**config.mk**
```make
export PLATFORM = sky130hd
export DESIGN_NAME = fgsa_queue
export DESIGN_NICKNAME = d
export VERILOG_FILES = /design/src/rtl/fgsa_pkg.sv /design/src/rtl/fgsa_queue.sv
export VERILOG_INCLUDE_DIRS = /design/src /design/src/rtl
export SDC_FILE = /design/constraint.sdc
export NUM_CORES = 1
export LEC_CHECK = 0
export BUFFER_PORTS_ARGS = -buffer_cell sky130_fd_sc_hd__buf_2
export CORE_AREA = 8 8 90 92
export CTS_CLUSTER_DIAMETER = 30
export DETAILED_ROUTE_END_ITERATION = 8
export DIE_AREA = 0 0 98 100
export GPL_TIMING_DRIVEN = 0
export HOLD_SLACK_MARGIN = 0.02
export PLACE_DENSITY = 0.8
export SKIP_CTS_REPAIR_TIMING = 1
export SYNTH_ARGS = -nofsm -noshare
export SYNTH_HDL_FRONTEND = slang
export SYNTH_SLANG_ARGS = --single-unit
export TNS_END_PERCENT = 1
```
**constraint.sdc**
```tcl
create_clock -name clock -period 8.9 [get_ports clock]
set_clock_uncertainty 0.2 [all_clocks]
set_input_delay 0.89 -clock clock [delete_from_list [all_inputs] [get_ports clock]]
set_output_delay 0.89 -clock clock [all_outputs]
set_load 0.02 [all_outputs]
```
**src/rtl/filtered_group_sum_aggregator_top_assert.svh**
```systemverilog
// Assertion macros for the filtered group-sum aggregator.
// Included by the modules that carry concurrent assertions; no other dependencies.
`ifndef FILTERED_GROUP_SUM_AGGREGATOR_TOP_ASSERT_SVH
`define FILTERED_GROUP_SUM_AGGREGATOR_TOP_ASSERT_SVH

`ifndef NO_ASSERTIONS
`define FGSA_ASSERT(name, clk, rst, prop) \
   name: assert property (@(posedge clk) disable iff (rst) prop) \
      else $error("%m: assertion failed");
`define FGSA_ASSERT_NEVER(name, clk, rst, cond) \
   name: assert property (@(posedge clk) disable iff (rst) !(cond)) \
      else $error("%m: forbidden condition seen");
`else
`define FGSA_ASSERT(name, clk, rst, prop)
`define FGSA_ASSERT_NEVER(name, clk, rst, cond)
`endif

`endif

```
**src/rtl/fgsa_pkg.sv**
```systemverilog
// Package for the filtered group-sum aggregator: widths, codes and shared types.
// No dependencies; every module and interface of the block imports it.
package fgsa_pkg;

   localparam int REGION_W  = 8;
   localparam int NATION_W  = 5;
   localparam int YEAR_W    = 16;
   localparam int REVENUE_W = 32;
   localparam int SUM_W     = 64;
   localparam int CSR_IDX_W = 2;
   localparam int CSR_DATA_W = 16;

   localparam int NATION_BITS = 5;
   localparam int YEAR_BITS   = 3;
   localparam int KEY_BITS    = 2 * NATION_BITS + YEAR_BITS;
   localparam int GROUP_DEPTH = 1 << KEY_BITS;

   localparam int QUEUE_DEPTH = 2;
   localparam int QPTR_BITS   = $clog2(QUEUE_DEPTH);

   localparam logic [REGION_W-1:0] REGION_RESET     = 8'd0;
   localparam logic [YEAR_W-1:0]   FIRST_YEAR_RESET = 16'd1992;
   localparam logic [YEAR_W-1:0]   LAST_YEAR_RESET  = 16'd1997;

   localparam logic OP_ACCUM = 1'b0;
   localparam logic OP_READ  = 1'b1;

   localparam logic [CSR_IDX_W-1:0] CSR_REGION     = 2'd0;
   localparam logic [CSR_IDX_W-1:0] CSR_FIRST_YEAR = 2'd1;
   localparam logic [CSR_IDX_W-1:0] CSR_LAST_YEAR  = 2'd2;

   typedef struct packed {
      logic                 is_read;
      logic                 hit;
      logic [KEY_BITS-1:0]  slot;
      logic [REVENUE_W-1:0] revenue;
   } cmd_type;

   typedef enum logic [1:0] {
      BK_CLEAR,
      BK_IDLE,
      BK_EXEC
   } back_state_type;

endpackage

```
**src/rtl/fgsa_queue.sv**
```systemverilog
// Short command queue between the classifying front end and the group back end.
// Depends on fgsa_pkg and the assertion macro header.
`include "filtered_group_sum_aggregator_top_assert.svh"

module fgsa_queue (
   input  logic             clock,
   input  logic             reset,
   input  logic             push,
   input  fgsa_pkg::cmd_type push_item,
   output logic             full,
   input  logic             pop,
   output fgsa_pkg::cmd_type pop_item,
   output logic             empty
);
   import fgsa_pkg::*;

   cmd_type              entries_ff [QUEUE_DEPTH];
   logic [QPTR_BITS-1:0] wr_ptr_ff, wr_ptr_in;
   logic [QPTR_BITS-1:0] rd_ptr_ff, rd_ptr_in;
   logic [QPTR_BITS:0]   count_ff, count_in;

   assign full     = (count_ff == (QPTR_BITS + 1)'(QUEUE_DEPTH));
   assign empty    = (count_ff == '0);
   assign pop_item = entries_ff[rd_ptr_ff];

   always_comb begin
      wr_ptr_in = push ? wr_ptr_ff + 1'b1 : wr_ptr_ff;
      rd_ptr_in = pop ? rd_ptr_ff + 1'b1 : rd_ptr_ff;
      count_in  = count_ff;
      if (push && !pop) begin
         count_in = count_ff + 1'b1;
      end else if (pop && !push) begin
         count_in = count_ff - 1'b1;
      end
   end

   always_ff @(posedge clock) begin
      if (reset) begin
         wr_ptr_ff <= '0;
         rd_ptr_ff <= '0;
         count_ff  <= '0;
      end else begin
         wr_ptr_ff <= wr_ptr_in;
         rd_ptr_ff <= rd_ptr_in;
         count_ff  <= count_in;
      end
   end

   always_ff @(posedge clock) begin
      if (push) begin
         entries_ff[wr_ptr_ff] <= push_item;
      end
   end

   `FGSA_ASSERT_NEVER(a_push_when_full, clock, reset, push && full)
   `FGSA_ASSERT_NEVER(a_pop_when_empty, clock, reset, pop && empty)
   `FGSA_ASSERT(a_count_bounded, clock, reset, count_ff <= (QPTR_BITS + 1)'(QUEUE_DEPTH))

endmodule

```
==> metrics, run 1 <==
CTS tree=yes; Post-Syn Area per Cell=21.5 µm²; Starting Density=54.3%; post-synth cell types=17; Worst-path clk slew=0.09 ns; status=complete, no violations; vias=1881; crit path kind=register to primary output; die span in x=98 µm; Die Ht=100 µm; fillers=479; DRC viols=0; CP arrival=1.55 ns; pwr dens=215 nW/µm²; Post-synth EDFFs=94; register bit count reported by yosys=99; Std-Cell Rows=30; post-synth top area share=78.3%; post-route ant nets=0; Cell Count, Final, Fillers Out=365; CP Launch Type=register; setup TNS=0 ns; leading area contributor after synthesis=edfxtp_1; GRT Util Overall=13.3%; largest net degree at the start of global routing=26; Synth Flop Type=edfxtp_1; fmax=379 MHz; total power=0.000956 W; initial antenna violation count=0; Design Area, Final=4450 µm²; Antenna diodes=0; first-pass GRT wire length=9880 µm; DRT Pass-1 Iters=4; post-detail-place hpwl=4720 µm; pins over their slew limit=0; worst skew pair latency=0.34 ns; CP max FO=10; VDD IR-drop max=0.125 mV; Synth area leaders=edfxtp_1 78%, mux2_2 15%, dfxtp_1 2.8%; Hold Crit Class=register to register; DR WL/cell=17.9 µm; cell count after synthesis=168; Synth Cell Area=3610 µm²; H-tree level count=3; gpl congestion=0.699; Iter 0 DRT Violations=62; final hold viol count=0; cts bufs inserted=9; RSZ-0062 raised after global routing=false; Yosys warning count=0; Slew HR=49.6%; Layout area overhead=23.4%; share of cells above drive strength 1=59.3%; FFs w/ async S/R, synth=0%; max-capacitance violation count=0; number of I/O pins=100; CTS max path bufs=2; vias per cell=5.15; final setup fails=0; leakage power=1.70 nW; grt total ovfl=0; Core ar.=6640 µm²; fin nets=332; Seq/Total Area, Yosys=81.1%; Port-buffer cells=99; Placed Cells=349; die area=9800 µm²; crit end category=primary output; DP Area=4270 µm²; syn_nets=220; vias in the first global route=2000; period utilization=29.6%; actual slew at the worst max-slew pin=0.754 ns; crit path time final=2.64 ns; Req. time, crit path=7.81 ns; DRT Wirelength=6530 µm; Clock Sinks=99; Clock Tree Root=clkbuf_8
-- path summary, 6_finish.rpt --
kind / from / endpoint / slack [ns] / cells after the start
hold reg to reg: count_ff[1]$_SDFFE_PP0P_ / count_ff[1]$_SDFFE_PP0P_ / 0.31 / 2
hold / removal: count_ff[1]$_SDFFE_PP0P_ / count_ff[1]$_SDFFE_PP0P_ / 0.31 / 2
setup / recovery: register / pop_item[21] / 6.26 / 4
setup reg to reg: wr_ptr_ff$_SDFFE_PP0P_ / entries_ff[1][10]$_DFFE_PP_ / 7.13 / 2
-- sequential cells by signal (all words and copies together) (netlist names), named ones only --
signal and count:
count_ff 2, entries_ff 94, rd_ptr_ff 1, wr_ptr_ff 1
-- cell usage in the layout, fill, tap and decap left out --
cell,n
o21ai_0,1
buf_2,100
nor2_1,5
dfxtp_1,5
clkbuf_1,1
buf_6,3
inv_1,1
buf_4,1
clkbuf_8,9
clkinv_4,1
clkinv_1,2
a21oi_1,1
edfxtp_1,94
nor2b_4,1
ha_1,1
clkinv_2,2
xnor2_1,2
xor2_1,2
mux2_2,47
and2b_2,1
and2_2,1
bufinv_16,1
or3_1,1
buf_16,2
-- report_power, final --
| group | internal, W | switching [W] |
|---|---|---|
| combinational | 0.0000588 | 0.0000802 |
| sequential | 0.000542 | 0.00000758 |
| clock | 0.000128 | 0.000139 |
| total | 0.000728 | 0.000227 |
-- area by class of cell --
class	count	area (µm²)	share of cell area (%)
repair buffers	101	551	12.4
clock inverters	6	56.3	1.27
flip-flops and latches	99	2920	65.7
clock buffers	10	128	2.87
plain buffers	5	46.3	1.04
inverters	1	3.75	0.0844
well taps	80	100	2.25
multi-input cells	63	642	14.4
-- stage by stage --
step                      utilization [%]  setup slack, ns  hold slack [ns]
after floorplan                         -             5.26            0.261
after global placement               63.2             4.06            0.283
after detailed placement             64.2             6.43            0.298
after CTS                            67.0             6.22            0.310
after global routing                 67.0             6.16            0.356
final                                67.0             6.26            0.308
-- cells by family (layout without fill, tap and decap cells) --
group                    after synthesis  count (layout)  share of synthesized area (%)
flip-flops                            99              99                           81.1
multiplexers                          47              47                           14.7
AND/OR/NAND/NOR                        9               9                           1.28
buffers and inverters                  6             123                           1.39
XOR/XNOR                               4               4                          0.972
AO/OA/AOI/OAI                          2               2                          0.277
adder cells (fa/ha/maj)                1               1                          0.347
-- cell usage after synthesis, drive strengths merged, types with 2 or more instances --
cell,instances
xnor2,2
nor2,5
dfxtp,5
mux2,47
xor2,2
buf,5
edfxtp,94
-- routing by layer --
| layer | track usage [%] | share of wire, % |
|---|---|---|
| met5 | 0 | 0 |
| met4 | 6.12 | 1.2 |
| met3 | 5.33 | 8.6 |
| met2 | 22.3 | 50 |
| met1 | 14.7 | 40 |
-- worst max-delay path: stages, from the launching register on --
cell,delay (ns)
dfxtp_1,0.33
buf_4,0.19
buf_6,0.17
mux2_2,0.35
buf_2,0.16
(Power assumes the default switching activity.)
==> inputs of run 2 (changes only) <==
--- a/config.mk
+++ b/config.mk
@@ -6,14 +6,15 @@
 export SDC_FILE = /design/constraint.sdc
 export NUM_CORES = 1
 export LEC_CHECK = 0
+export ABC_AREA = 1
 export BUFFER_PORTS_ARGS = -buffer_cell sky130_fd_sc_hd__buf_2
-export CORE_AREA = 8 8 90 92
+export CORE_AREA = 8 8 94 96
 export CTS_CLUSTER_DIAMETER = 30
 export DETAILED_ROUTE_END_ITERATION = 8
-export DIE_AREA = 0 0 98 100
+export DIE_AREA = 0 0 102 104
 export GPL_TIMING_DRIVEN = 0
 export HOLD_SLACK_MARGIN = 0.02
-export PLACE_DENSITY = 0.8
+export PLACE_DENSITY = 0.76
 export SKIP_CTS_REPAIR_TIMING = 1
 export SYNTH_ARGS = -nofsm -noshare
 export SYNTH_HDL_FRONTEND = slang
==> constraint.sdc (replaced) <==
create_clock -name clock -period 2.6 [get_ports clock]
set_clock_uncertainty 0.2 [all_clocks]
set_input_delay 0.26 -clock clock [delete_from_list [all_inputs] [get_ports clock]]
set_output_delay 0.26 -clock clock [all_outputs]
set_load 0.02 [all_outputs]
==> metrics, run 2 <==
Synth Cell Area=3740 µm²; commonest non-fill, non-tap cell in the layout=buf_2; post-route ant nets=0; syn_nets=231; CP Launch Type=register; Clock Sinks=99; Synth Flop Type=edfxtp_1; VDD IR-drop max=0.427 mV; CTS tree=yes; die area=10600 µm²; Layout area overhead=37.6%; highest-count cells in the layout ignoring fill and taps=100 x buf_2, 94 x edfxtp_1, 51 x dlygate4sd3_1; die span in x=102 µm; CP max FO=10; Setup WS pre-CTS=0.749 ns; vias in the first global route=2143; max FFs per register=94; vias per cell=4.71; initial antenna violation count=0; gpl congestion=0.695; cell count after synthesis=179; pwr dens=675 nW/µm²; Yosys warning count=0; RSZ-0062 raised after global routing=false; Req. time, crit path=2.14 ns; Post-synth EDFFs=94; most common cell in the netlist=edfxtp_1; Setup WS post-layout=0.582 ns; Worst-path clk slew=0.09 ns; H-tree level count=3; first-pass GRT wire length=10500 µm; Hold Crit Class=register to register; DRT Pass-1 Iters=4; Starting Density=50.2%; post-synth cell types=16; register bank with the most flops=entries_ff; Seq/Total Area, Yosys=78.1%; fmax=496 MHz; grt total ovfl=0; Antenna diodes=0; period utilization=77.6%; Placed Cells=382; post-synth top area share=75.5%; CP arrival=1.56 ns; crit path time final=2.02 ns; post-detail-place hpwl=4730 µm; Finished Core Util=69.1%; number of I/O pins=100; crit path kind=register to primary output; fin nets=394; register bit count reported by yosys=99; GRT Util Overall=13.1%; actual slew at the worst max-slew pin=0.735 ns; final setup fails=0; Synth area leaders=edfxtp_1 75%, mux2_4 12%, mux2_2 5.1%; max-capacitance violation count=0; Clock Tree Root=clkbuf_8; DRC viols=0; Std-Cell Rows=32; vias=2117; CTS max path bufs=2; Cell Count, Final, Fillers Out=449; final hold viol count=0; Post-Syn Area per Cell=20.9 µm²; largest net degree at the start of global routing=27; cts bufs inserted=9; most frequent cells after synthesis=94 x edfxtp_1, 30 x mux2_4, 17 x mux2_2, 9 x inv_1, 7 x nor2_1; pins over their slew limit=0; DR WL/cell=16.5 µm; Slew HR=50.9%; share of cells above drive strength 1=49.3%; status=complete, no violations; worst skew pair latency=0.35 ns; Core ar.=7450 µm²; FFs w/ async S/R, synth=0%; Port-buffer cells=99; leakage power=2.06 nW; DRT Wirelength=7390 µm; Largest regs=entries_ff x94, count_ff x2; leading area contributor after synthesis=edfxtp_1; Die Ht=104 µm; Iter 0 DRT Violations=67; crit end category=primary output
run 2: through the flow:
step	power, W	hold WS [ns]	instance area, µm²	TNS, ns
3_3_place_gp	0.00237	0.248	4370	-14.48
2_1_floorplan	0.00221	0.132	3740	0
5_1_grt	0.00362	0.400	5150	0
6_report	0.00348	0.361	5150	0
4_1_cts	0.00344	-0.131	4640	0
3_5_place_dp	0.00239	0.251	4410	0
run 2: worst paths after layout:
kind                     startpoint                     endpoint  slack (ns)  cells past startpoint
max reg2reg  wr_ptr_ff$_SDFFE_PP0P_  entries_ff[1][36]$_DFFE_PP_        0.86                      3
max                        register                 pop_item[35]        0.58                      4
min          wr_ptr_ff$_SDFFE_PP0P_       wr_ptr_ff$_SDFFE_PP0P_        0.36                      2
min reg2reg  wr_ptr_ff$_SDFFE_PP0P_       wr_ptr_ff$_SDFFE_PP0P_        0.36                      2
run 2: cell type report:
type | instances | area (µm²)
Fill cell | 507 | 2300
Timing Repair Buffer | 152 | 1050
Clock inverter | 7 | 103
Clock buffer | 9 | 124
Buffer | 5 | 50.0
Inverter | 9 | 33.8
Multi-Input combinational cell | 66 | 742
Tap cell | 102 | 128
Sequential cell | 99 | 2920
run 2: cell families (layout without fill, tap and decap cells):
kind of cell    after synthesis  after routing  synth area share (%)
flops                        99             99                  78.1
fa+ha+maj                     1              1                 0.334
simple gates                 15             15                  1.64
buf+inv                      14            182                  2.24
mux                          47             47                  17.2
compound gates                2              2                 0.267
xor+xnor                      1              1                 0.234
run 2: critical path: stages, from the launching register on:
cell and delay (ns):
dfxtp_1 0.35, buf_6 0.18, buf_6 0.20, mux2_4 0.32
buf_2 0.16
run 2: layer usage:
| layer | global-route usage (%) | wire length [µm] | vias up | part of all wire, % |
|---|---|---|---|---|
| li1 | - | - | 1007 | - |
| met1 | 13.8 | 2830 | 1047 | 38 |
| met2 | 22.5 | 4100 | 55 | 56 |
| met3 | 4.69 | 364 | 8 | 4.9 |
| met4 | 5.67 | 85 | 0 | 1.2 |
| met5 | 0 | 0 | - | 0 |
run 2: report_power, final:
| group | internal, W | switching [W] | leakage (nW) |
|---|---|---|---|
| clock network | 0.000548 | 0.000519 | 0.110 |
| logic | 0.000265 | 0.000280 | 1.03 |
| registers | 0.00184 | 0.0000242 | 0.924 |
