==> config.mk <==
export PLATFORM = sky130hd
export DESIGN_NAME = fgsa_front_flat
export DESIGN_NICKNAME = d
export VERILOG_FILES = /design/src/rtl/filtered_group_sum_aggregator_top_assert.svh /design/src/rtl/fgsa_pkg.sv /design/src/rtl/fgsa_if.sv /design/src/rtl/fgsa_front.sv /design/src/flat_wrapper.sv
export SDC_FILE = /design/constraint.sdc
export NUM_CORES = 1
export LEC_CHECK = 0
export ABC_CLOCK_PERIOD_IN_PS = 3000
export BUFFER_PORTS_ARGS = -buffer_cell sky130_fd_sc_hd__buf_2
export CORE_ASPECT_RATIO = 2
export CORE_MARGIN = 4
export CORE_UTILIZATION = 43
export CTS_CLUSTER_SIZE = 25
export DETAILED_ROUTE_END_ITERATION = 10
export PLACE_DENSITY = 0.85
export SLEW_MARGIN = 20
export SYNTH_ARGS = -nofsm -noshare
export SYNTH_HDL_FRONTEND = slang
export SYNTH_SLANG_ARGS = --single-unit
==> constraint.sdc <==
create_clock -name clock -period 3 [get_ports clock]
set_input_delay 0.6 -clock clock [delete_from_list [all_inputs] [get_ports clock]]
set_output_delay 0.6 -clock clock [all_outputs]
set_load 0.01 [all_outputs]
==> src/rtl/filtered_group_sum_aggregator_top_assert.svh <==
// Assertion macros for the filtered group-sum aggregator.
// Included by the modules that carry concurrent assertions; no other dependencies.
`ifndef FILTERED_GROUP_SUM_AGGREGATOR_TOP_ASSERT_SVH
`define FILTERED_GROUP_SUM_AGGREGATOR_TOP_ASSERT_SVH

`ifndef NO_ASSERTIONS
`define FGSA_ASSERT(name, clk, rst, prop) \
   name: assert property (@(posedge clk) disable iff (rst) prop) \
      else $error("%m: assertion failed");
`define FGSA_ASSERT_NEVER(name, clk, rst, cond) \
   name: assert property (@(posedge clk) disable iff (rst) !(cond)) \
      else $error("%m: forbidden condition seen");
`else
`define FGSA_ASSERT(name, clk, rst, prop)
`define FGSA_ASSERT_NEVER(name, clk, rst, cond)
`endif

`endif

==> src/rtl/fgsa_pkg.sv <==
// Package for the filtered group-sum aggregator: widths, codes and shared types.
// No dependencies; every module and interface of the block imports it.
package fgsa_pkg;

   localparam int REGION_W  = 8;
   localparam int NATION_W  = 5;
   localparam int YEAR_W    = 16;
   localparam int REVENUE_W = 32;
   localparam int SUM_W     = 64;
   localparam int CSR_IDX_W = 2;
   localparam int CSR_DATA_W = 16;

   localparam int NATION_BITS = 5;
   localparam int YEAR_BITS   = 3;
   localparam int KEY_BITS    = 2 * NATION_BITS + YEAR_BITS;
   localparam int GROUP_DEPTH = 1 << KEY_BITS;

   localparam int QUEUE_DEPTH = 2;
   localparam int QPTR_BITS   = $clog2(QUEUE_DEPTH);

   localparam logic [REGION_W-1:0] REGION_RESET     = 8'd0;
   localparam logic [YEAR_W-1:0]   FIRST_YEAR_RESET = 16'd1992;
   localparam logic [YEAR_W-1:0]   LAST_YEAR_RESET  = 16'd1997;

   localparam logic OP_ACCUM = 1'b0;
   localparam logic OP_READ  = 1'b1;

   localparam logic [CSR_IDX_W-1:0] CSR_REGION     = 2'd0;
   localparam logic [CSR_IDX_W-1:0] CSR_FIRST_YEAR = 2'd1;
   localparam logic [CSR_IDX_W-1:0] CSR_LAST_YEAR  = 2'd2;

   typedef struct packed {
      logic                 is_read;
      logic                 hit;
      logic [KEY_BITS-1:0]  slot;
      logic [REVENUE_W-1:0] revenue;
   } cmd_type;

   typedef enum logic [1:0] {
      BK_CLEAR,
      BK_IDLE,
      BK_EXEC
   } back_state_type;

endpackage

==> src/rtl/fgsa_if.sv <==
// Channel interfaces for the filtered group-sum aggregator: request and response.
// Depends on fgsa_pkg for field widths.
interface fgsa_req_if;
   import fgsa_pkg::*;

   logic                 valid;
   logic                 ready;
   logic                 opcode;
   logic [REGION_W-1:0]  cust_region;
   logic [REGION_W-1:0]  supp_region;
   logic [NATION_W-1:0]  cust_nation;
   logic [NATION_W-1:0]  supp_nation;
   logic [YEAR_W-1:0]    order_year;
   logic [REVENUE_W-1:0] revenue;

   modport source (
      output valid, opcode, cust_region, supp_region, cust_nation, supp_nation,
             order_year, revenue,
      input  ready
   );
   modport sink (
      input  valid, opcode, cust_region, supp_region, cust_nation, supp_nation,
             order_year, revenue,
      output ready
   );
endinterface


==> src/rtl/fgsa_front.sv <==
// Front end: configuration registers, request handshake and row classification.
// Depends on fgsa_pkg and the fgsa_req_if interface.
module fgsa_front (
   input  logic                               clock,
   input  logic                               reset,
   input  logic                               csr_wr_en,
   input  logic [fgsa_pkg::CSR_IDX_W-1:0]     csr_index,
   input  logic [fgsa_pkg::CSR_DATA_W-1:0]    csr_wdata,
   fgsa_req_if.sink                           req_chan,
   input  logic                               clearing,
   input  logic                               q_full,
   output logic                               q_push,
   output fgsa_pkg::cmd_type                  q_item
);
   import fgsa_pkg::*;

   logic [REGION_W-1:0] region_ff;
   logic [YEAR_W-1:0]   first_year_ff;
   logic [YEAR_W-1:0]   last_year_ff;
   logic [YEAR_W-1:0]   year_off;
   logic                in_window;
   logic                row_pass;

   always_ff @(posedge clock) begin
      if (reset) begin
         region_ff     <= REGION_RESET;
         first_year_ff <= FIRST_YEAR_RESET;
         last_year_ff  <= LAST_YEAR_RESET;
      end else if (csr_wr_en) begin
         unique case (csr_index)
            CSR_REGION:     region_ff     <= csr_wdata[REGION_W-1:0];
            CSR_FIRST_YEAR: first_year_ff <= csr_wdata[YEAR_W-1:0];
            CSR_LAST_YEAR:  last_year_ff  <= csr_wdata[YEAR_W-1:0];
            default: ;
         endcase
      end
   end

   always_comb begin
      year_off  = req_chan.order_year - first_year_ff;
      in_window = (req_chan.order_year >= first_year_ff) &&
                  (year_off[YEAR_W-1:YEAR_BITS] == '0);
      row_pass  = (req_chan.cust_region == region_ff) &&
                  (req_chan.supp_region == region_ff) &&
                  (req_chan.order_year <= last_year_ff) && in_window;
   end

   assign req_chan.ready = !clearing && !q_full;
   assign q_push         = req_chan.valid && req_chan.ready;

   always_comb begin
      q_item.is_read = (req_chan.opcode == OP_READ);
      q_item.hit     = (req_chan.opcode == OP_READ) ? in_window : row_pass;
      q_item.slot    = {req_chan.cust_nation[NATION_BITS-1:0],
                        req_chan.supp_nation[NATION_BITS-1:0],
                        year_off[YEAR_BITS-1:0]};
      q_item.revenue = req_chan.revenue;
   end

endmodule

==> src/flat_wrapper.sv <==
// flat-port wrapper written by rule: the top's interface ports become plain ports
module fgsa_front_flat import fgsa_pkg::*;
  (clock, reset, csr_wr_en, csr_index, csr_wdata, clearing, q_full, q_push, q_item, req_chan_valid, req_chan_opcode, req_chan_cust_region, req_chan_supp_region, req_chan_cust_nation, req_chan_supp_nation, req_chan_order_year, req_chan_revenue, req_chan_ready);
  fgsa_req_if req_chan_i ();
  input  logic clock;
  input  logic reset;
  input  logic csr_wr_en;
  input  logic [fgsa_pkg::CSR_IDX_W-1:0] csr_index;
  input  logic [fgsa_pkg::CSR_DATA_W-1:0] csr_wdata;
  input  logic clearing;
  input  logic q_full;
  output logic q_push;
  output fgsa_pkg::cmd_type q_item;
  input wire logic [$bits(req_chan_i.valid)-1:0] req_chan_valid;
  input wire logic [$bits(req_chan_i.opcode)-1:0] req_chan_opcode;
  input wire logic [$bits(req_chan_i.cust_region)-1:0] req_chan_cust_region;
  input wire logic [$bits(req_chan_i.supp_region)-1:0] req_chan_supp_region;
  input wire logic [$bits(req_chan_i.cust_nation)-1:0] req_chan_cust_nation;
  input wire logic [$bits(req_chan_i.supp_nation)-1:0] req_chan_supp_nation;
  input wire logic [$bits(req_chan_i.order_year)-1:0] req_chan_order_year;
  input wire logic [$bits(req_chan_i.revenue)-1:0] req_chan_revenue;
  output wire logic [$bits(req_chan_i.ready)-1:0] req_chan_ready;
  assign req_chan_i.valid = req_chan_valid;
  assign req_chan_i.opcode = req_chan_opcode;
  assign req_chan_i.cust_region = req_chan_cust_region;
  assign req_chan_i.supp_region = req_chan_supp_region;
  assign req_chan_i.cust_nation = req_chan_cust_nation;
  assign req_chan_i.supp_nation = req_chan_supp_nation;
  assign req_chan_i.order_year = req_chan_order_year;
  assign req_chan_i.revenue = req_chan_revenue;
  assign req_chan_ready = req_chan_i.ready;
  fgsa_front u_core (.clock(clock), .reset(reset), .csr_wr_en(csr_wr_en), .csr_index(csr_index), .csr_wdata(csr_wdata), .req_chan(req_chan_i), .clearing(clearing), .q_full(q_full), .q_push(q_push), .q_item(q_item));
endmodule
==> results.md, run 1 <==
* Internal Pwr Total at 1.19 mW
* Crit path DAT at 2.80 ns
* Max Slew Vio Count at 0
* Final min period at between 3 and 4 ns
* Clk sinks at 40
* Post-route ant nets at 0
* I/O pin total at 148
* Critical path buffer and inverter count at 4
* Final setup violation count at 1
* Power density over the cells at 414 nW/um^2
* Max-cap violations at 0
* Clk pin slew, worst setup/hold paths at 0.06 ns
* Critical path required time at 2.40 ns
* Crit. End Element: output pin
* Worst setup margin at -0.400 ns
* Root Driver: clkbuf_16
* Xor and xnor area share after synthesis at approximately 1.6%
* Vias in the first global route at ~3200
* Compound-gate portion of the synthesized area at 20.3%
* LEAKAGE at approximately 1.8 nW
* Slowest-stage cell, CP: fa_2
* Comb pwr share at between 20% and 30%
* Run status: complete, but fails checks
* Die area at 8970 um^2
* Overflow after GRT at 0
* Vias after detailed routing at between 3000 and 4000
* Crit-path max FO at 4
* Initial antenna violation count at 0
* Max Clk Rate at 0.294 GHz
* Total GRT Usage at 21.4%
* Seq/Total Area, Yosys at 25.0%
* Clk_lat worst skew at between 0.2 and 0.3 ns
* Seq pwr share at 34.2%
* Post-DR wirelength/cell at 16.1 um
* Final hold vios at 0
* Simple-gate share of the synthesized area at 20.4%
* Top FF cell, synth: dfxtp_1
* Worst Hold Depth at 2
* Finished Layout Cells at 573
* Commonest cells after routing, fill and taps aside: buf_2 (62), buf_4 (57), nand2_1 (47)
* DRC at 0
* Post-synth design cell area at 3200 um^2
* Detailed router's first-iteration violation count at 104
* Hold Startpoint: u_core.last_year_ff[15]
* Top delay family on crit path: simple AND/OR/NAND/NOR gates
* Via-to-Cell Ratio at between 5 and 6
* Worst-Margin Slew at 0.741 ns
* Async SR Flop Fraction at 0%
* M1 WL at between 2000 and 3000 um
* Adder-cell share of the synthesized area at between 10% and 20%
* Initial Util at roughly 44%
* Synth area leaders: dfxtp_1 (25%), ha_1 (13%), buf_4 (10%), nand2_1 (5.5%), a21oi_1 (5.2%)
* Switching share of total power at 27.9%
* Pre-CTS WS at -0.534 ns
* Clock Power Share at 38.4%
* Peak VDD IR at 0.427 mV
* Synthesized area per cell at 7.84 um^2
* Largest family of logic cells by synthesized area: simple AND/OR/NAND/NOR gates
* Critical path class: primary input to output pin
* Largest net degree at the start of global routing at 41
* Max Used Layer: met4
* H-tree Lvls at 2
* First-pass GRT wire length at ~14000 um
* DP Cell Count at 563
* Cells after synthesis at around 410
* Syn. warnings at 0
* CP Cell Sequence: buf_8 > inv_4 > ha_4 > fa_2 > nor2b_4 > or3_4 > a31oi_4 > buf_4 > o211a_1 > nor4_2 > nand3_1 > nor4_4 > buf_2
* Die height at 130 um
* # nets final at 612
* RR Startpoint: u_core.first_year_ff[6]
* RR Endpoint: u_core.first_year_ff[6]
* CP Launch Type: primary input
* Yosys top cell by area: dfxtp_1
* Clock Path Buffers at 2
* RSZ-0062 raised after global routing: yes
* R2r setup slk at approximately 2 ns
* Share of cells above drive strength 1 at 32.4%
* Slew HR at 50.6%
* HPWL after detailed placement at approximately 7400 um
* Die X-Extent at 69.0 um
* Diodes inserted at 0
* R2R depth at 4
* Post-synth top area share at 25.0%
* Routed met3 length at 457 um
* Clock skew at 0 ns
* CORE AREA at 7270 um^2
* CTS buffer count at 5
* CTS tree: yes
* Cts hold-fix bufs at 0
* EDFF count, synth at 0
* Post-synthesis mux area share at 3.13%
* Post-synth cell types at 52
* Detailed Routing Iterations Pass 1 at 5
* Most common cell after layout, fill and taps aside: buf_2
* Worst setup path startpoint: req_chan_order_year[0]
* FP Rows at 44
* Gpl congestion at 0.971
* Drt total wl at approximately 9300 um
* Net Count, Synth at 540
* Max incr delay on CP at 0.38 ns
* Synthesis-to-finish area growth at 24.2%
* Seq cells post-synth at 40
* Net switching power figure at 459 uW
* Hold worst-path end: u_core.last_year_ff[15]
* Met2 WL at ~5100 um
* HP Class: flip-flop to flip-flop
* Failing checks: setup timing
* IO buf count at 63
* Fillcell total at 706
* Setup TNS at -0.400 ns
* Final period utilization at 113%
sequential cells by signal, summed over array words and instances, names as in the netlist:
register	count
u_core.first_year_ff	16
u_core.last_year_ff	16
u_core.region_ff	8
final cells by class:
type                            count  area, um^2  area share, %
Multi-Input combinational cell    274        1980           49.8
Sequential cell                    40         801           20.2
Timing Repair Buffer              120         753           19.0
Inverter                           39         149           3.75
Clock buffer                        6         139           3.49
Tap cell                           92         115           2.90
Clock inverter                      2        38.8          0.976
worst max path at each step:
stage | to | slack [ns] | cells past startpoint
CTS | q_item[45] | -0.39 | 13
detailed placement | q_item[45] | -0.53 | 12
floorplan | q_item[45] | -0.12 | 10
global placement | q_item[45] | -0.46 | 12
global route | q_item[45] | -0.51 | 12
finish | q_item[45] | -0.40 | 13
what timing repair did:
action / in CTS / in global routing
buffers inserted: 2 / 0
setup endpoints to repair: 1 / 1
resized for setup: 17 / 4
pin swaps: 14 / 4
synthesized netlist by cell type (2+ instances only):
master	count
nor4_2	2
nor3_1	11
a21oi_2	4
nand2_1	47
a21oi_1	33
nand3b_1	4
o21ai_0	7
o21a_1	3
and2_1	4
nand3_1	9
o211a_1	2
a21o_1	3
a31oi_4	2
buf_4	43
inv_1	39
a211o_1	13
nor4_1	3
nand4_1	5
and3b_1	2
dfxtp_1	40
and3_1	11
nor2_1	29
mux2i_1	10
o211ai_1	3
a211oi_1	3
clkbuf_1	9
nor2b_1	3
xor2_1	4
xnor2_1	2
o22ai_1	5
ha_1	32
layer usage:
metal / vias up / GRT usage, %
met5: - / 0
met4: 0 / 19.9
met3: 73 / 3.27
met2: 115 / 39.6
met1: 1472 / 17.8
li1: 1517 / -
worst register-to-register path, cell delays in order (launching register included):
cell and delay [ns]:
dfxtp_1 0.30, inv_1 0.11, buf_4 0.12, nor2_1 0.04, a211o_1 0.27
cell families (layout without fill, tap and decap cells):
logic type               after synthesis  after routing
AO/OA/AOI/OAI                         90             90
XOR/XNOR                               6              6
adder cells (fa/ha/maj)               33             33
buffers and inverters                 94            167
flip-flops                            40             40
multiplexers                          10             10
AND/OR/NAND/NOR                      135            135
through the flow:
step / hold WS (ns) / instance area, um^2 / util [%] / power, mW
CTS: 0.457 / 3960 / 54.4 / 1.65
floorplan: 0.436 / 3210 / - / 0.866
global route: 0.476 / 3970 / 54.7 / 1.72
finish: 0.455 / 3970 / 54.7 / 1.64
detailed placement: 0.449 / 3670 / 50.6 / 0.991
global placement: 0.444 / 3670 / 50.6 / 0.977
power by group through the flow:
stage / Combinational, mW / Sequential (mW) / Clock, mW
4_1_cts: 0.440 / 0.562 / 0.643
2_1_floorplan: 0.295 / 0.571 / 0
3_5_place_dp: 0.417 / 0.573 / 0
5_1_grt: 0.493 / 0.564 / 0.661
3_3_place_gp: 0.405 / 0.572 / 0
6_report: 0.450 / 0.562 / 0.632
No activity file was read; power rests on OpenSTA's default activity.
==> run 2, diff against run 1 <==
--- a/config.mk
+++ b/config.mk
@@ -5,14 +5,15 @@
 export SDC_FILE = /design/constraint.sdc
 export NUM_CORES = 1
 export LEC_CHECK = 0
+export ABC_AREA = 1
 export ABC_CLOCK_PERIOD_IN_PS = 3000
 export BUFFER_PORTS_ARGS = -buffer_cell sky130_fd_sc_hd__buf_2
 export CORE_ASPECT_RATIO = 2
 export CORE_MARGIN = 4
-export CORE_UTILIZATION = 43
+export CORE_UTILIZATION = 44
 export CTS_CLUSTER_SIZE = 25
 export DETAILED_ROUTE_END_ITERATION = 10
-export PLACE_DENSITY = 0.85
+export PLACE_DENSITY = 0.86
 export SLEW_MARGIN = 20
 export SYNTH_ARGS = -nofsm -noshare
 export SYNTH_HDL_FRONTEND = slang
==> results.md, run 2 <==
* Run status: completed
* Post-route ant nets at 0 (unchanged)
* Post-synth top area share at 23.3% (-1.7 points)
* Cells after synthesis at 521 (+28%)
* Fillcell total at 763 (+8.1%)
* Via-to-Cell Ratio at 5.28 (-4.7%)
* I/O pin total at 148 (unchanged)
* Compound-gate portion of the synthesized area at 14.9% (-5.4 points)
* Dominant cell by count in the synthesized netlist: nand2_1
* Share of cells above drive strength 1 at 22.3% (-10 points)
* Seq/Total Area, Yosys at 23.3% (-1.7 points)
* H-tree Lvls at 2 (unchanged)
* Largest family of logic cells by synthesized area: simple AND/OR/NAND/NOR gates
* Synth area leaders: dfxtp_1 (23%), nand2_1 (12%), ha_1 (12%), buf_4 (9.4%), inv_1 (8.3%)
* R2r setup slk at 2.29 ns (+0.23 ns)
* Top flop regs: u_core.first_year_ff: 16 flops, u_core.last_year_ff: 16 flops, u_core.region_ff: 8 flops
* CORE AREA at 7600 um^2 (+4.6%)
* Clk pin slew, worst setup/hold paths at 0.06 ns (about the same)
* Top cells by count, synth: nand2_1 (108), inv_1 (76), buf_4 (43)
* Max Clk Rate at 0.336 GHz (+14%)
* Top FF cell, synth: dfxtp_1
* R2R depth at 2 (-2)
* LEAKAGE at 1.95 nW (+6.1%)
* Adder-cell share of the synthesized area at 12.3% (-0.89 points)
* Overflow after GRT at 0 (unchanged)
* Clock skew at 0 ns (unchanged)
* Gpl congestion at 0.919 (-5.3%)
* Vias after detailed routing at 3386 (+6.6%)
* RSZ-0062 raised after global routing: yes
* Diodes inserted at 0 (unchanged)
* Root Driver: clkbuf_16
* RR Endpoint: u_core.region_ff[5]
* Yosys top cell by area: dfxtp_1
* Total GRT Usage at 19.0% (-2.4 points)
* FP Rows at 45 (+2.3%)
* Post-synth cell types at 30 (-42%)
* CP Launch Type: primary input
* Crit path DAT at 2.37 ns (-0.43 ns)
* Final min period at 2.97 ns (-0.426 ns)
* Die X-Extent at 70.4 um (+2.1%)
* Syn. warnings at 0 (unchanged)
* Async SR Flop Fraction at 0% (unchanged)
* Max-cap violations at 0 (unchanged)
* Simple-gate share of the synthesized area at 27.1% (+6.6 points)
* Fin Hold WS at 0.464 ns (+0.00857 ns)
* DP Cell Count at 629 (+12%)
* Worst-Margin Slew at 0.956 ns (+0.215 ns)
* Hold worst-path end: u_core.first_year_ff[2]
* Die area at 9360 um^2 (+4.4%)
* Clk_lat worst skew at 0.28 ns (about the same)
* Final setup violation count at 0 (-1)
* Critical path required time at 2.40 ns (about the same)
* HP Class: flip-flop to flip-flop
* Seq cells post-synth at 40 (unchanged)
* Crit. End Element: output pin
* Detailed router's first-iteration violation count at 178 (+71%)
* First-pass GRT wire length at 14500 um (+1.9%)
* # nets final at 678 (+11%)
* CTS buffer count at 5 (unchanged)
* IO buf count at 63 (unchanged)
* CTS tree: yes
* Initial Util at 45.1% (+1.1 points)
* Power density over the cells at 404 nW/um^2 (-2.5%)
* Clk sinks at 40 (unchanged)
* Drt total wl at 9070 um (-2.0%)
* Detailed Routing Iterations Pass 1 at 4 (-1)
* Hold Startpoint: u_core.first_year_ff[2]
* Worst Hold Depth at 2 (unchanged)
* Post-synth design cell area at 3430 um^2 (+7.2%)
* Initial antenna violation count at 0 (unchanged)
* Slew HR at 36.2% (-14 points)
* Xor and xnor area share after synthesis at 2.81% (+1.2 points)
* Post-DR wirelength/cell at 14.2 um (-12%)
* Post-synthesis mux area share at 0% (-3.1 points)
* Crit-path max FO at 3 (-1)
* Final period utilization at 99.1% (-14 points)
* Clock Path Buffers at 2 (unchanged)
* Synthesis-to-finish area growth at 10.6%
* Critical path class: primary input to output pin
* EDFF count, synth at 0 (unchanged)
* HPWL after detailed placement at 7370 um (-0.50%)
* DRC at 0 (unchanged)
* Vias in the first global route at 3395 (+5.1%)
* Die height at 133 um (+2.2%)
* Finished Layout Cells at 641 (+12%)
* Net Count, Synth at 653 (+21%)
* Max Slew Vio Count at 0 (unchanged)
* Commonest cells after routing, fill and taps aside: nand2_1 (107), inv_1 (75), buf_2 (62)
* Most common cell after layout, fill and taps aside: nand2_1
* Largest net degree at the start of global routing at 41 (unchanged)
* Final hold vios at 0 (unchanged)
* Synthesized area per cell at 6.59 um^2 (-16%)
* Peak VDD IR at 0.416 mV (-2.7%)
* RR Startpoint: u_core.region_ff[5]
## run 2: cell count changes after synthesis, sizes merged, moves of 11 or more
cell   change
nand2     +68
and3      -11
nand3     +24
a211o     -13
inv       +43
o21ai     +25
nor2      +11
## run 2: cells by family after synthesis
group / Yosys count
flip-flops: 40
AND/OR/NAND/NOR: 208
AO/OA/AOI/OAI: 93
buffers and inverters: 136
XOR/XNOR: 11
adder cells (fa/ha/maj): 33
## run 2: what timing repair did
item | in CTS | in global routing
hold buffers | 0 | 0
pin swaps | 11 | 7
setup endpoints to repair | 1 | 1
gates resized for setup | 9 | 10
buffers inserted | 2 | 2
endpoints found under the hold margin | 0 | 0
## run 2: worst max-delay path, stage by stage
cell,delay (ns)
buf_8,0.07
inv_4,0.03
ha_4,0.15
fa_2,0.37
inv_2,0.08
nand3_1,0.09
nand3_1,0.13
nand2_1,0.06
nor2_1,0.10
nand2_1,0.08
nor2_1,0.09
nand3_1,0.09
nor2_2,0.12
nand3_1,0.06
nor2_1,0.10
buf_2,0.14
## run 2: per-layer routing
metal,part of all wire (%),track usage [%],vias up
met4,8.9,17.9,0
met1,33,16.6,1506
met2,52,35.5,114
li1,-,-,1683
met5,0,0,-
met3,5.5,2.13,83
## run 2: layout make-up
cell class	instances	area (um^2)	share of cell area (%)
multi-input combinational	345	2030	53.6
tap	94	118	3.10
clock buffer	5	125	3.30
inverter	83	314	8.28
clock inverter	3	18.8	0.495
timing repair buffer	71	385	10.2
sequential	40	801	21.1
## run 2: stage by stage
| step | util (%) | setup TNS, ns | total power [mW] | instance area, um^2 | setup slack, ns |
|---|---|---|---|---|---|
| after global routing | 49.9 | -0.0842 | 1.62 | 3790 | -0.0842 |
| after CTS | 49.0 | -0.00393 | 1.52 | 3730 | -0.00393 |
| after floorplan | - | 0 | 0.926 | 3430 | 0.256 |
| after detailed placement | 46.5 | -0.0940 | 1.00 | 3530 | -0.0940 |
| after global placement | 46.5 | -0.0445 | 0.985 | 3530 | -0.0445 |
| final | 49.9 | 0 | 1.53 | 3790 | 0.0257 |
## run 2: worst max path at each step
stage | startpoint | end | slack (ns) | cells past startpoint
2_1_floorplan | req_chan_order_year[0] | q_item[45] | 0.26 | 16
3_3_place_gp | req_chan_order_year[0] | q_item[45] | -0.04 | 16
3_5_place_dp | req_chan_order_year[0] | q_item[45] | -0.09 | 16
4_1_cts | req_chan_order_year[0] | q_item[45] | -0.004 | 16
5_1_grt | req_chan_order_year[0] | q_item[45] | -0.08 | 18
6_report | req_chan_order_year[0] | q_item[45] | 0.03 | 16
## run 2: report_power, final
part | internal [mW] | leakage [nW] | switching (mW)
logic | 0.178 | 1.55 | 0.274
clock network | 0.306 | 0.0736 | 0.203
registers | 0.559 | 0.328 | 0.0121
==> run 3, diff against run 2 <==
--- a/config.mk
+++ b/config.mk
@@ -13,6 +13,7 @@
 export CORE_UTILIZATION = 44
 export CTS_CLUSTER_SIZE = 25
 export DETAILED_ROUTE_END_ITERATION = 10
+export GPL_TIMING_DRIVEN = 0
 export PLACE_DENSITY = 0.86
 export SLEW_MARGIN = 20
 export SYNTH_ARGS = -nofsm -noshare
==> results.md, run 3 (synthesis gave the netlist of run 2 again) <==
* Run status: completed
* LEAKAGE at 2.32 nW (+19%)
* CORE AREA at 7600 um^2 (unchanged)
* Clk sinks at 40 (unchanged)
* Total GRT Usage at 21.3% (+2.3 points)
* # nets final at 769 (+13%)
* Final setup violation count at 0 (unchanged)
* Worst-Margin Slew at 0.522 ns (-0.434 ns)
* Detailed router's first-iteration violation count at 108 (-39%)
* Max-cap violations at 0 (unchanged)
* Top flop regs: u_core.first_year_ff: 16 flops, u_core.last_year_ff: 16 flops, u_core.region_ff: 8 flops
* Post-route ant nets at 0 (unchanged)
* Vias in the first global route at 3827 (+13%)
* Die area at 9360 um^2 (unchanged)
* I/O pin total at 148 (unchanged)
* RSZ-0062 raised after global routing: yes
* Pre-CTS WS at -0.140 ns (-0.0457 ns)
* Final hold vios at 0 (unchanged)
* Synthesis-to-finish area growth at 26.2%
* Crit path DAT at 2.34 ns (-0.03 ns)
* CP Cell Sequence: buf_6 > inv_4 > ha_4 > fa_2 > inv_2 > nand2_2 > nand2_2 > nand3_1 > nand3_1 > nand2_1 > nor2_1 > nand3_1 > nor2_2 > nand3_1 > nor2_1 > buf_2
* Via-to-Cell Ratio at 5.06 (-4.2%)
* Max Clk Rate at 0.341 GHz (+1.3%)
* Max incr delay on CP at 0.36 ns (about the same)
* RR Startpoint: u_core.region_ff[5]
* Diodes inserted at 0 (unchanged)
* Hold Startpoint: u_core.last_year_ff[11]
* Crit path top cell by count: nand3_1
* Clock Path Buffers at 2 (unchanged)
* Drt total wl at 9980 um (+10%)
* RR Endpoint: u_core.region_ff[5]
* Die X-Extent at 70.4 um (unchanged)
* First-pass GRT wire length at 16200 um (+12%)
* Detailed Routing Iterations Pass 1 at 4 (unchanged)
* Peak VDD IR at 0.338 mV (-19%)
* HP Class: flip-flop to flip-flop
* Worst setup path startpoint: req_chan_order_year[0]
* Crit. End Element: output pin
* H-tree Lvls at 2 (unchanged)
* Commonest cells after routing, fill and taps aside: buf_2 (105), nand2_1 (105), inv_1 (75)
* Largest net degree at the start of global routing at 13 (-68%)
* Finished Layout Cells at 732 (+14%)
* R2r setup slk at 2.29 ns (about the same)
* Share of cells above drive strength 1 at 31.7% (+9.4 points)
* Setup TNS at 0 ns (unchanged)
* Layout Utilization at 57.0% (+7.0 points)
* Post-DR wirelength/cell at 13.6 um (-3.7%)
* Final min period at 2.94 ns (-0.0392 ns)
* Slew HR at 65.2% (+29 points)
* IO buf count at 105 (+67%)
* CTS tree: yes
* CTS buffer count at 5 (unchanged)
* Gpl congestion at 0.906 (-1.4%)
* Max Slew Vio Count at 0 (unchanged)
* Worst setup margin at 0.0649 ns (+0.0392 ns)
* Crit-path max FO at 3 (unchanged)
* Die height at 133 um (unchanged)
* FP Rows at 45 (unchanged)
* Initial Util at 45.1% (unchanged)
* Critical path required time at 2.40 ns (about the same)
* Hold worst-path end: u_core.last_year_ff[11]
* Cts hold-fix bufs at 0 (unchanged)
* Clk pin slew, worst setup/hold paths at 0.06 ns (about the same)
* CP Launch Type: primary input
* Slowest-stage cell, CP: fa_2
* Power density over the cells at 392 nW/um^2 (-2.9%)
* HPWL after detailed placement at 8510 um (+15%)
* Fin Hold WS at 0.461 ns (-0.00302 ns)
* R2R depth at 2 (unchanged)
* Vias after detailed routing at 3704 (+9.4%)
* DP Cell Count at 720 (+14%)
* DRC at 0 (unchanged)
* Overflow after GRT at 0 (unchanged)
* Initial antenna violation count at 0 (unchanged)
* Clk_lat worst skew at 0.28 ns (about the same)
* Clock skew at 0 ns (unchanged)
* Final period utilization at 97.8% (-1.3 points)
* Root Driver: clkbuf_16
* Worst Hold Depth at 2 (unchanged)
* Critical path class: primary input to output pin
## run 3: cell count changes in the layout (fill, tap and decap cells not counted), sizes merged
cell,before,now
bufinv,0,1
buf,71,153
clkbuf,5,15
clkinv,4,2
## run 3: power by group
| group | switching [mW] | leakage (nW) | internal (mW) | total [mW] |
|---|---|---|---|---|
| registers | 0.0120 | 0.328 | 0.559 | 0.571 |
| logic | 0.301 | 1.92 | 0.230 | 0.531 |
| clock network | 0.204 | 0.0808 | 0.391 | 0.595 |
| total | 0.517 | 2.32 | 1.18 | 1.70 |
## run 3: how the worst max path moves through the flow
stage / end / slack [ns] / depth (start not counted)
after global placement: q_item[45] / -0.08 / 16
after global routing: q_item[45] / -0.07 / 15
after detailed placement: q_item[45] / -0.14 / 18
after CTS: q_item[45] / 0.0006 / 18
final: q_item[45] / 0.06 / 16
after floorplan: q_item[45] / 0.26 / 16
## run 3: area by class of cell
cell class | instances | area, um^2
buffer | 53 | 362
clock buffer | 6 | 129
clock inverter | 2 | 35.0
fill | 714 | 3270
inverter | 83 | 314
multi-input combinational | 345 | 2010
sequential | 40 | 801
tap | 94 | 118
timing repair buffer | 109 | 562
## run 3: what timing repair did
action / 4_1_cts / 5_1_grt
buffers inserted: 4 / 0
pin swaps: 7 / 5
endpoints found under the setup margin: 1 / 1
gates resized for setup: 8 / 8
## run 3: stage by stage
stage	area [um^2]	power, mW
2_1_floorplan	3430	0.926
3_3_place_gp	4070	1.07
3_5_place_dp	4070	1.09
4_1_cts	4300	1.69
5_1_grt	4330	1.79
6_report	4330	1.70
## run 3: critical path, delay by kind of cell
family        cells  cell delay (ns)
buf+inv           4             0.34
simple gates     10             0.90
fa+ha+maj         2             0.51
## run 3: routing by layer
metal  track usage [%]  wire length (um)
met5                 0                 0
met4              13.8               514
met3              3.50               715
met2              43.1              5560
met1              17.8              3190
